--- src/sv/mcbs_pkg.sv ---
package mcbs_pkg;

  localparam int unsigned InTdataW  = 136;
  localparam int unsigned OutTdataW = 112;
  localparam int unsigned CfgIdxW   = 1;
  localparam int unsigned CfgDataW  = 16;

  localparam logic [CfgIdxW-1:0] REG_OVERLAP_LIMIT = 1'd0;
  localparam logic [CfgIdxW-1:0] REG_PENALTY_ON    = 1'd1;

  localparam logic        CMD_CLEAR    = 1'b0;
  localparam logic [15:0] PAIRS_MIN    = 16'd4;
  localparam logic signed [15:0] DETAIL_MIN = 16'sd195;
  localparam logic signed [15:0] SCALE_LO   = 16'sd234;
  // upper edge of the scale window is the low edge plus 47
  localparam logic signed [15:0] SCALE_HI   = 16'sd281;
  localparam logic [30:0] DOT_LIMIT    = 31'h147b;
  localparam logic [16:0] PENALTY_STEP = 17'd4;
  localparam logic [23:0] SUM_LOW      = 24'd6;
  localparam logic signed [16:0] BEST_LOW = 17'sd208;
  localparam logic signed [15:0] COV_LOW  = 16'sd128;
  localparam logic [23:0] SUM_MAX      = 24'hffffff;

  typedef enum logic [1:0] {
    VERDICT_CLEARED  = 2'd0,
    VERDICT_FILTERED = 2'd1,
    VERDICT_REJECTED = 2'd2,
    VERDICT_TAKEN    = 2'd3
  } verdict_t;

  typedef struct packed {
    logic               cmd;
    logic [15:0]        feature_id;
    logic [15:0]        pair_total;
    logic [7:0]         class_code;
    logic signed [15:0] overlap_value;
    logic signed [15:0] detail_raw;
    logic signed [15:0] coverage_value;
    logic signed [15:0] scale_avg;
    logic [30:0]        dot_abs;
  } item_t;

  typedef struct packed {
    logic               geo_seen;
    logic [23:0]        sum_of_pairs;
    logic signed [16:0] best_adjusted;
    logic               winner_present;
    logic signed [16:0] best_feature;
    logic signed [16:0] best_entry_detail;
    logic [15:0]        best_entry_pairs;
    logic signed [15:0] best_entry_coverage;
  } sel_state_t;

  typedef struct packed {
    logic signed [15:0] overlap_limit;
    logic               penalty_on;
  } cfg_t;

  typedef struct packed {
    verdict_t          verdict;
    logic signed [3:0] rejection_score;
  } result_t;

endpackage

--- src/sv/match_candidate_best_selector.sv ---
// path: from request accept to result valid a request passes the input reg, then the result reg
// throughput: one request per cycle unless out_tready holds the result; winner update and running sum are combinational
// a waiting result lets one more request into the input register, then in_tready drops
// reset: synchronous active-low rst_n clears both stages, the selection state
// and the registers (overlap_limit 0, penalty_on 0)
module match_candidate_best_selector (
  input  logic                              clk,
  input  logic                              rst_n,
  input  logic                              in_tvalid,
  output logic                              in_tready,
  // feature_id, pair_total, class_code, overlap_value, detail_raw,
  // coverage_value, scale_avg, dot_abs, zero fill
  input  logic [mcbs_pkg::InTdataW-1:0]     in_tdata,
  // cmd
  input  logic                              in_tuser,
  output logic                              out_tvalid,
  input  logic                              out_tready,
  // has_winner, winner_id, winner_detail, winner_pairs, winner_coverage,
  // best_detail, pair_sum, rejection_score
  output logic [mcbs_pkg::OutTdataW-1:0]    out_tdata,
  // verdict
  output logic [1:0]                        out_tuser,
  input  logic                              cfg_we,
  input  logic [mcbs_pkg::CfgIdxW-1:0]      cfg_index,
  input  logic [mcbs_pkg::CfgDataW-1:0]     cfg_wdata
);
  import mcbs_pkg::*;

  logic       s1_valid_r;
  item_t      s1_item_r;
  item_t      in_item;
  cfg_t       cfg_r;
  sel_state_t state_r;
  sel_state_t state_nxt;
  result_t    res_nxt;
  logic       out_valid_r;
  verdict_t   out_verdict_r;
  logic signed [3:0] out_score_r;
  sel_state_t out_state_r;
  logic       adv;

  always_comb begin
    in_item.cmd            = in_tuser;
    in_item.feature_id     = in_tdata[15:0];
    in_item.pair_total     = in_tdata[31:16];
    in_item.class_code     = in_tdata[39:32];
    in_item.overlap_value  = signed'(in_tdata[55:40]);
    in_item.detail_raw     = signed'(in_tdata[71:56]);
    in_item.coverage_value = signed'(in_tdata[87:72]);
    in_item.scale_avg      = signed'(in_tdata[103:88]);
    in_item.dot_abs        = in_tdata[134:104];
  end

  assign adv       = s1_valid_r && (!out_valid_r || out_tready);
  assign in_tready = !s1_valid_r || adv;

  always_ff @(posedge clk) begin
    if (!rst_n) begin
      cfg_r.overlap_limit <= 16'sd0;
      cfg_r.penalty_on    <= 1'b0;
    end else if (cfg_we) begin
      unique case (cfg_index)
        REG_OVERLAP_LIMIT: cfg_r.overlap_limit <= signed'(cfg_wdata);
        REG_PENALTY_ON:    cfg_r.penalty_on    <= cfg_wdata[0];
        default: ;
      endcase
    end
  end

  always_ff @(posedge clk) begin
    if (!rst_n) begin
      s1_valid_r <= 1'b0;
    end else if (in_tready) begin
      s1_valid_r <= in_tvalid;
    end
  end

  always_ff @(posedge clk) begin
    if (in_tvalid && in_tready) begin
      s1_item_r <= in_item;
    end
  end

  mcbs_eval u_eval (
    .item (s1_item_r),
    .cfg  (cfg_r),
    .cur  (state_r),
    .nxt  (state_nxt),
    .res  (res_nxt)
  );

  always_ff @(posedge clk) begin
    if (!rst_n) begin
      state_r.geo_seen            <= 1'b0;
      state_r.sum_of_pairs        <= 24'd0;
      state_r.best_adjusted       <= 17'sd0;
      state_r.winner_present      <= 1'b0;
      state_r.best_feature        <= -17'sd1;
      state_r.best_entry_detail   <= 17'sd0;
      state_r.best_entry_pairs    <= 16'd0;
      state_r.best_entry_coverage <= 16'sd0;
    end else if (adv) begin
      state_r <= state_nxt;
    end
  end

  always_ff @(posedge clk) begin
    if (!rst_n) begin
      out_valid_r <= 1'b0;
    end else if (adv) begin
      out_valid_r <= 1'b1;
    end else if (out_tready) begin
      out_valid_r <= 1'b0;
    end
  end

  always_ff @(posedge clk) begin
    if (adv) begin
      out_verdict_r <= res_nxt.verdict;
      out_score_r   <= res_nxt.rejection_score;
      out_state_r   <= state_nxt;
    end
  end

  assign out_tvalid = out_valid_r;
  assign out_tuser  = out_verdict_r;
  assign out_tdata  = {out_score_r,
                       out_state_r.sum_of_pairs,
                       out_state_r.best_adjusted,
                       out_state_r.best_entry_coverage,
                       out_state_r.best_entry_pairs,
                       out_state_r.best_entry_detail,
                       out_state_r.best_feature,
                       out_state_r.winner_present};

`ifndef SYNTHESIS
  a_state_hold: assert property (@(posedge clk) disable iff (!rst_n)
    (!adv && rst_n) |=> $stable(state_r))
    else $error("selection state changed without a request");

  a_winner_id: assert property (@(posedge clk) disable iff (!rst_n)
    state_r.winner_present == !state_r.best_feature[16])
    else $error("winner flag and winner id disagree");

  a_clear_result: assert property (@(posedge clk) disable iff (!rst_n)
    (out_valid_r && out_verdict_r == VERDICT_CLEARED) |->
      (out_state_r.sum_of_pairs == 24'd0 && !out_state_r.winner_present))
    else $error("clear result reports leftover state");

  a_taken_winner: assert property (@(posedge clk) disable iff (!rst_n)
    (out_valid_r && out_verdict_r == VERDICT_TAKEN) |->
      (out_state_r.winner_present &&
       out_state_r.best_adjusted >= out_state_r.best_entry_detail))
    else $error("taken candidate left no consistent winner");
`endif

endmodule

--- src/sv/mcbs_eval.sv ---
module mcbs_eval (
  input  mcbs_pkg::item_t    item,
  input  mcbs_pkg::cfg_t     cfg,
  input  mcbs_pkg::sel_state_t cur,
  output mcbs_pkg::sel_state_t nxt,
  output mcbs_pkg::result_t  res
);
  import mcbs_pkg::*;

  logic               early_drop;
  logic               geo_drop;
  logic               better;
  logic signed [16:0] det_ext;
  logic signed [16:0] adj;
  logic [16:0]        pen_scale;
  logic [16:0]        pen_dot;
  logic [24:0]        sum_wide;
  logic [2:0]         reason;

  always_comb begin
    early_drop = (item.pair_total <= PAIRS_MIN) || (item.class_code != 8'd0);
    geo_drop   = (item.overlap_value <= cfg.overlap_limit) ||
                 (item.detail_raw <= DETAIL_MIN);
    det_ext    = 17'(item.detail_raw);
    pen_scale  = (cfg.penalty_on &&
                  ((item.scale_avg < SCALE_LO) || (item.scale_avg > SCALE_HI)))
                 ? PENALTY_STEP : 17'd0;
    pen_dot    = (cfg.penalty_on && (item.dot_abs >= DOT_LIMIT)) ? PENALTY_STEP : 17'd0;
    adj        = det_ext - signed'(pen_scale) - signed'(pen_dot);
    sum_wide   = {1'b0, cur.sum_of_pairs} + {9'd0, item.pair_total};
    better     = !cur.winner_present || (adj > cur.best_entry_detail) ||
                 ((adj == cur.best_entry_detail) &&
                  (item.pair_total > cur.best_entry_pairs)) ||
                 ((adj == cur.best_entry_detail) &&
                  (item.pair_total == cur.best_entry_pairs) &&
                  (item.coverage_value > cur.best_entry_coverage));

    nxt = cur;
    priority if (item.cmd == CMD_CLEAR) begin
      nxt.geo_seen            = 1'b0;
      nxt.sum_of_pairs        = 24'd0;
      nxt.best_adjusted       = 17'sd0;
      nxt.winner_present      = 1'b0;
      nxt.best_feature        = -17'sd1;
      nxt.best_entry_detail   = 17'sd0;
      nxt.best_entry_pairs    = 16'd0;
      nxt.best_entry_coverage = 16'sd0;
      res.verdict = VERDICT_CLEARED;
    end else if (early_drop) begin
      res.verdict = VERDICT_FILTERED;
    end else if (geo_drop) begin
      nxt.geo_seen = 1'b1;
      res.verdict = VERDICT_REJECTED;
    end else begin
      nxt.geo_seen      = 1'b1;
      nxt.sum_of_pairs  = sum_wide[24] ? SUM_MAX : sum_wide[23:0];
      if (adj > cur.best_adjusted) begin
        nxt.best_adjusted = adj;
      end
      if (better) begin
        nxt.winner_present      = 1'b1;
        nxt.best_feature        = signed'({1'b0, item.feature_id});
        nxt.best_entry_detail   = adj;
        nxt.best_entry_pairs    = item.pair_total;
        nxt.best_entry_coverage = item.coverage_value;
      end
      res.verdict = VERDICT_TAKEN;
    end

    // score is taken from the state after this request
    reason[2] = nxt.sum_of_pairs < SUM_LOW;
    reason[1] = nxt.geo_seen && (nxt.best_adjusted < BEST_LOW);
    reason[0] = nxt.geo_seen && (nxt.best_entry_coverage < COV_LOW);
    res.rejection_score = signed'(4'd0 - {1'b0, reason});
  end

endmodule

--- config.mk ---
export PLATFORM = sky130hd
export DESIGN_NAME = match_candidate_best_selector
export DESIGN_NICKNAME = d
export VERILOG_FILES = /design/src/sv/mcbs_pkg.sv /design/src/sv/match_candidate_best_selector.sv /design/src/sv/mcbs_eval.sv
export SDC_FILE = /design/constraint.sdc
export NUM_CORES = 1
export LEC_CHECK = 0
export BUFFER_PORTS_ARGS = -buffer_cell sky130_fd_sc_hd__buf_4
export CORE_MARGIN = 8
export CORE_UTILIZATION = 40
export DETAILED_ROUTE_END_ITERATION = 7
export PLACE_DENSITY_LB_ADDON = 0.2
export SYNTH_ARGS = -nofsm -noshare
export SYNTH_HDL_FRONTEND = slang
export SYNTH_SLANG_ARGS = --single-unit
--- constraint.sdc ---
create_clock -name clk -period 17.4 [get_ports clk]
set_clock_uncertainty 0.1 [all_clocks]
set_input_delay 2.61 -clock clk [delete_from_list [all_inputs] [get_ports clk]]
set_output_delay 2.61 -clock clk [all_outputs]
set_load 0.03 [all_outputs]
==> results by group, run 1 <==
Global route
  • GRT busiest layer: met2
  • M1 GR Usage: 0.2158
  • Largest net degree at the start of global routing: ~110
  • Tot GR Track Use: 0.1740
  • GRT overflow: 0
  • Initial antenna violation count: 2
  • M2 GR Usage: 0.2902
  • Vias in the first global route: 12.93k
  • GR met3 Demand/Resource: 0.04346
  • First-pass GRT wire length: a little over 70000 um

Yosys
  • Compound-Gate Fraction of Synth Area: 0.1028
  • Yosys warning count: 0
  • Synth Area in Adders: 0.07469
  • Post-synthesis mux area share: 0.05064
  • Post-synthesis xor/xnor area fraction: 0.01280
  • Syn Inst Count: 1627
  • Distinct cells, synth: 73
  • Synth Flop Type: edfxtp_1
  • Largest family of logic cells by synthesized area: simple AND/OR/NAND/NOR gates
  • Cell Area, Synth: 0.01779 sq mm
  • Synth Net Count: ~1.9k
  • EDFF count, synth: around 250
  • Mapped Avg Cell Area: approximately 11 sq um
  • Yosys reg bits: approximately 380
  • Post-Synth Simple-Gate Area: 0.1540
  • Post-synthesis sequential area ratio: 0.5643
  • Asr flop ratio synth: 0

CTS
  • CTS root buffer: clkbuf_16
  • Sink Count: 377
  • Clock buffer depth: 3
  • Setup bufs post-CTS: 0
  • # H-tree levels: 2
  • Post-CTS sizing: 0
  • CTS tree: yes
  • Num CTS Buffers: 43
  • Post-CTS Hold Buffers: 0
  • Clock latency on the worst-skew pair: between 0.5 and 0.6 ns
  • Reg clk slew, reported paths: ~0.06 ns

Detailed routing
  • DRT iter0 DRCs: 721
  • Post-DR wirelength/cell: around 18 um
  • WL final: between 40000 and 50000 um
  • DRC viols: 0
  • Post-DRT Antenna Nets: 0
  • DRT Pass-1 Iters: 5
  • DR vias: 12.83k
  • Vias/cell: slightly above 5

Place
  • Pre-CTS WS: 9.049 ns
  • Dpl hpwl: 31680 um
  • Routability Congestion: between 0.8 and 0.9
  • Placed standard-cell area: 0.02040 sq mm
  • Placed Cells: between 2k and 2.5k
  • I/O Buffers: between 200 and 300

Worst setup path
  • CP max stage cell: nor4_1
  • CP Max Fanout: 36
  • FF-to-FF End: state_r[34]
  • R2R depth: 26
  • Required time of the critical path: ~18 ns
  • Crit. End Element: register
  • Worst Path Buf+Inv: 1
  • Setup CP Type: register to register
  • Most used cell, CP: nand2_1
  • Critical path startpoint category: register
  • CP arrival: ~8.6 ns
  • Largest stage delay on the critical path: 0.80 ns
  • Worst reg2reg path startpoint: s1_item_r[33]
  • Cell family with most CP delay: simple AND/OR/NAND/NOR gates
  • Flop-to-flop setup slack: approximately 9.2 ns

Hold path
  • Hold EP: state_r[60]
  • Worst Hold Depth: 2
  • Worst hold start: state_r[60]
  • Worst Hold Class: register to register

Layout
  • Register Area: between 0.01 and 0.015 sq mm
  • Final Cell Area: 0.02186 sq mm
  • Non-Filler Instances: approximately 2.5k
  • Commonest non-fill, non-tap cells in the layout: buf_4, edfxtp_1, nand2_1
  • Fin util: 0.4964
  • FILL cells: roughly 4.0k
  • Area growth syn-to-layout: 22.86%
  • Share of cells above drive strength 1: 0.1942
  • Most common cell after layout, fill and taps aside: buf_4
  • Multi-input logic area: 0.007044 sq mm
  • Antenna cells: 0
  • Nets: roughly 2.1k

Timing
  • Slew Viols, Final: 0
  • RSZ-0062 raised after global routing: no
  • Fin crit share: 0.4694
  • Final Hold Fails: 0
  • Minimum clock period: approximately 8.2 ns
  • Max Clock Freq: about 120 MHz
  • Slew headroom: 0.2641
  • TNS Setup: 0 ns
  • Min Hold Slack: 0.3662 ns
  • Final worst slack: approximately 9 ns
  • Worst-Margin Slew: 1.104 ns
  • Final Setup Violations: 0

Die
  • Core area: about 0.044 sq mm
  • Die area: roughly 0.05 sq mm
  • Site Rows: 77
  • Initial Util: 0.4041
  • Chip Height: between 200 and 250 um
  • Ports: 275
  • Die width: roughly 230 um

Pwr
  • Worst VDD drop: 0.00007964 V
  • Pleak: 7.974 nW
  • Power density over the cells: just under 100 mW/mm^2
  • Final Power: 2.125 mW

Flow run
  • Number of max-cap violations: 0

Outcome
  • Status: complete, no violations
==> metal layers <==
| layer | vias up | wire (um) | part of all wire |
|---|---|---|---|
| met5 | - | 27 | 0.00060 |
| met4 | 4 | 1409 | 0.031 |
| met3 | 87 | 2851 | 0.063 |
| met2 | 294 | 21840 | 0.48 |
| met1 | 6087 | 19220 | 0.42 |
| li1 | 6361 | - | - |
==> where the power goes <==
group / leakage, nW / switching, mW / total [mW] / internal, mW
clock: 0.703 / 0.380 / 0.936 / 0.555
sequential: 3.34 / 0.0174 / 1.01 / 0.993
combinational: 3.94 / 0.109 / 0.179 / 0.0706
total: 7.97 / 0.506 / 2.13 / 1.62
==> cell usage after synthesis (all sizes together) (3+ instances only) <==
cell | n | area, sq um
nand2 | 176 | 660.6
ha | 103 | 1289
a2111o | 5 | 56.30
dfxtp | 128 | 2562
a21o | 19 | 142.6
inv | 109 | 409.1
nand2b | 9 | 56.30
o211a | 3 | 30.03
xor2 | 12 | 105.1
a311oi | 6 | 58.80
edfxtp | 249 | 7477
and3 | 15 | 93.84
a211o | 3 | 26.28
a31oi | 5 | 37.53
clkbuf | 59 | 221.5
o21ai | 36 | 180.2
nand4 | 22 | 143.9
nor3 | 76 | 380.4
or3 | 4 | 30.03
mux2i | 90 | 900.9
nor2 | 114 | 430.4
buf | 19 | 90.08
o31ai | 5 | 42.54
a211oi | 4 | 30.03
and2 | 11 | 68.82
nor2b | 70 | 437.9
a21boi | 42 | 319.1
xnor2 | 14 | 122.6
nor3b | 4 | 30.03
o211ai | 13 | 97.59
a21oi | 99 | 499.2
o41ai | 5 | 51.30
or4 | 9 | 67.56
nor4 | 19 | 140.1
nand3 | 34 | 170.2
o21a | 4 | 30.03
==> worst register-to-register path: stages, from the launching register on <==
cell       delay (ns)
edfxtp_1         0.36
o21a_1           0.21
a2111oi_0        0.39
nand2_1          0.09
o21ai_0          0.13
a31oi_1          0.16
fa_1             0.45
ha_1             0.33
nor4_1           0.39
nor2b_1          0.25
nand2b_1         0.11
or3_1            0.39
or2_2            0.33
xnor2_1          0.47
ha_1             0.23
nand4_1          0.19
nor4_1           0.80
nand2_1          0.22
nor2_1           0.16
o41ai_1          0.15
o211ai_1         0.19
o21a_4           0.61
buf_4            0.65
mux2i_1          0.21
nor2_1           0.25
nand2_1          0.08
a21boi_0         0.18
==> worst max-delay path by stage <==
stage | startpoint | cells after the start | to | slack, ns
2_1_floorplan | out_tready | 6 | out_score_r[0] | 10.23
3_3_place_gp | s1_item_r[33] | 26 | state_r[40] | 9.17
3_5_place_dp | s1_item_r[33] | 26 | state_r[34] | 9.05
4_1_cts | s1_item_r[33] | 26 | state_r[34] | 8.99
5_1_grt | s1_item_r[33] | 26 | state_r[40] | 8.46
6_report | s1_item_r[33] | 26 | state_r[34] | 9.23
==> registers in the layout, summed over array words and instances, names as in the netlist <==
signal and flops:
s1_valid_r 1, out_tuser 2, out_tvalid 1, out_tdata 108
state_r 109, s1_item_r 135, cfg_r 17, out_score_r 4
==> layout make-up <==
| cell class | count | area share |
|---|---|---|
| Timing Repair Buffer | 287 | 0.09857 |
| Sequential cell | 377 | 0.4593 |
| Multi-Input combinational cell | 1062 | 0.3223 |
| Clock buffer | 54 | 0.05158 |
| Clock inverter | 26 | 0.01511 |
| Tap cell | 592 | 0.03389 |
| Inverter | 110 | 0.01923 |
==> cells by family after synthesis <==
kind of cell | after synthesis
multiplexers | 90
XOR/XNOR | 26
AO/OA/AOI/OAI | 274
adder cells (fa/ha/maj) | 105
flip-flops | 377
AND/OR/NAND/NOR | 567
buffers and inverters | 188
(Power assumes the default switching activity.)
==> inputs of run 2 (changes only) <==
clock period = 7.8 ns   (was 17.4 ns; I/O delays follow)
==> run 2 against run 1 <==
Net effect:
- register-to-register slack lost 8.6 ns
- hold slack gained 0.0020 ns
- non-clock buffer count grew 6
- clock power grew 130%
- sequential share of layout area shrank 0.18 points
- combinational power grew 120%
- final cell count grew 0.20%
- global-route usage shrank 0.24 points
- clock-buffer cell count grew 6
- power grew 120%
- via count shrank 0.34%
==> results by group, run 2 (synthesis gave the netlist of run 1 again) <==
Outcome
  • Status: complete, no violations

Timing
  • RSZ-0062 raised after global routing: no
  • Max Clock Freq: 140.5 MHz (+15%)
  • Slew Viols, Final: 0 (unchanged)
  • Minimum clock period: 7.119 ns (-1.049 ns)
  • TNS Setup: 0 ns (unchanged)
  • Fin crit share: 0.9126 (+0.4432)
  • Worst-Margin Slew: 1.097 ns (-0.006374 ns)
  • Final Hold Fails: 0 (unchanged)
  • Slew headroom: 0.2683 (+0.004249)
  • Final Setup Violations: 0 (unchanged)

Hold path
  • Worst hold start: cfg_r[0]
  • Worst Hold Depth: 2 (unchanged)
  • Worst Hold Class: register to register

Global route
  • Largest net degree at the start of global routing: 112 (unchanged)
  • Initial antenna violation count: 1 (-1)
  • First-pass GRT wire length: 69910 um (-1.2%)
  • Tot GR Track Use: 0.1716 (-0.002391)
  • GRT overflow: 0 (unchanged)
  • Vias in the first global route: 12.86k (-0.58%)

Layout
  • FILL cells: 3954 (+0.076%)
  • Nets: 2151 (+0.28%)
  • Final Cell Area: 0.02194 sq mm (+0.40%)
  • Most flops, register: s1_item_r
  • Share of cells above drive strength 1: 0.1983 (+0.004180)
  • Register Area: 0.01004 sq mm (unchanged)
  • Multi-input logic area: 0.007044 sq mm (unchanged)
  • Most common cell after layout, fill and taps aside: buf_4
  • Largest register FFs: 135 (unchanged)
  • Commonest non-fill, non-tap cells in the layout: buf_4, edfxtp_1, nand2_1
  • Antenna cells: 0 (unchanged)
  • Area growth syn-to-layout: 23.35%

CTS
  • Num CTS Buffers: 43 (unchanged)
  • CTS tree: yes
  • Reg clk slew, reported paths: 0.06 ns (about the same)
  • Clock buffer depth: 3 (unchanged)
  • Clock latency on the worst-skew pair: 0.56 ns (-0.03 ns)
  • Post-CTS sizing: 0 (unchanged)
  • Post-CTS Hold Buffers: 0 (unchanged)
  • # H-tree levels: 2 (unchanged)
  • CTS root buffer: clkbuf_16
  • Sink Count: 377 (unchanged)
  • Setup bufs post-CTS: 0 (unchanged)

Worst setup path
  • CP arrival: 7.31 ns (-1.25 ns)
  • Crit. End Element: register
  • CP Max Fanout: 5 (-86%)
  • Largest stage delay on the critical path: 0.64 ns (-0.16 ns)
  • Crit path from: s1_item_r[33]
  • Required time of the critical path: 7.99 ns (-9.80 ns)
  • CP max stage cell: o41ai_1
  • Setup CP Type: register to register
  • R2R depth: 28 (+7.7%)
  • Critical path startpoint category: register
  • Worst reg2reg path startpoint: s1_item_r[33]
  • Most used cell, CP: ha_1

Detailed routing
  • DRC viols: 0 (unchanged)
  • Post-DRT Antenna Nets: 0 (unchanged)
  • DRT Pass-1 Iters: 5 (unchanged)
  • Post-DR wirelength/cell: 17.95 um (-0.75%)
  • WL final: 45100 um (-0.55%)
  • DR vias: 12.79k (-0.34%)
  • Vias/cell: 5.089 (-0.54%)
  • DRT iter0 DRCs: 609 (-16%)

Place
  • Routability Congestion: 0.8676 (-1.1%)
  • I/O Buffers: 272 (unchanged)
  • Dpl hpwl: 31610 um (-0.21%)
  • Placed standard-cell area: 0.02046 sq mm (+0.28%)

Pwr
  • Worst VDD drop: 0.0001554 V (+95%)
  • Switch Pwr: 1.103 mW (+120%)
  • Internal Power: 3.662 mW (+130%)
  • Power density over the cells: 217.2 mW/mm^2 (+120%)
  • Logic pwr share: 0.084 (about the same)
  • Sequential Power Share: 0.473 (-0.002)
  • Share of total power in the clock network: 0.443 (+0.003)
  • Switching share of power: 0.2315 (-0.006700)
  • Pleak: 8.029 nW (+0.68%)

Flow run
  • Number of max-cap violations: 0 (unchanged)

Die
  • Die area: 0.05148 sq mm (unchanged)
  • Die width: 226.9 um (unchanged)
  • Core area: 0.04403 sq mm (unchanged)
  • Ports: 275 (unchanged)
  • Site Rows: 77 (unchanged)
  • Chip Height: 226.9 um (unchanged)
  • Initial Util: 0.4041 (unchanged)
[run 2: layer usage]
layer,global-route usage,share of wire,vias up
met3,0.04734,0.065,78
met1,0.2125,0.43,6033
met5,0,0.00029,-
met4,0.05395,0.026,2
li1,-,-,6375
met2,0.2880,0.48,301
[run 2: final timing paths]
| check | to | slack, ns |
|---|---|---|
| worst min-delay path | cfg_r[0] | 0.37 |
| worst min register to register | cfg_r[0] | 0.37 |
| worst max register to register | out_score_r[2] | 0.68 |
| worst max-delay path | out_score_r[2] | 0.68 |
[run 2: power groups by stage]
stage | registers (mW) | logic (mW) | clock network, mW
CTS | 2.26 | 0.409 | 2.16
global route | 2.26 | 0.444 | 2.23
detailed placement | 2.30 | 0.408 | 0
global placement | 2.30 | 0.401 | 0
floorplan | 2.35 | 0.179 | 0
finish | 2.25 | 0.402 | 2.11
[run 2: through the flow]
stage               std cells  hold WS (ns)  total power [mW]  worst slack (ns)  utilization
finish                   2513        0.3682             4.766            0.6815       0.4984
global route             2513        0.3913             4.937           0.03047       0.4984
CTS                      2513        0.3730             4.828            0.6602       0.4984
detailed placement       2434        0.3605             2.706            0.7055       0.4646
global placement         2434        0.3493             2.696            0.8576       0.4646
floorplan                1627        0.3401             2.526             1.323            -
[run 2: cell type report]
type / instances / share of cell area
clock buffer: 60 / 0.05707
clock inverter: 19 / 0.01072
inverter: 110 / 0.01916
multi-input combinational: 1062 / 0.3210
sequential: 377 / 0.4575
tap: 592 / 0.03375
timing repair buffer: 293 / 0.1008
[run 2: worst max-delay path, delay by kind of cell, from the launching register on]
kind                     cells  cell delay [ns]
AO/OA/AOI/OAI                8             1.88
flip-flops                   1             0.36
XOR/XNOR                     2             0.25
buffers and inverters        2             0.35
adder cells (fa/ha/maj)      4             1.30
AND/OR/NAND/NOR             12             2.60
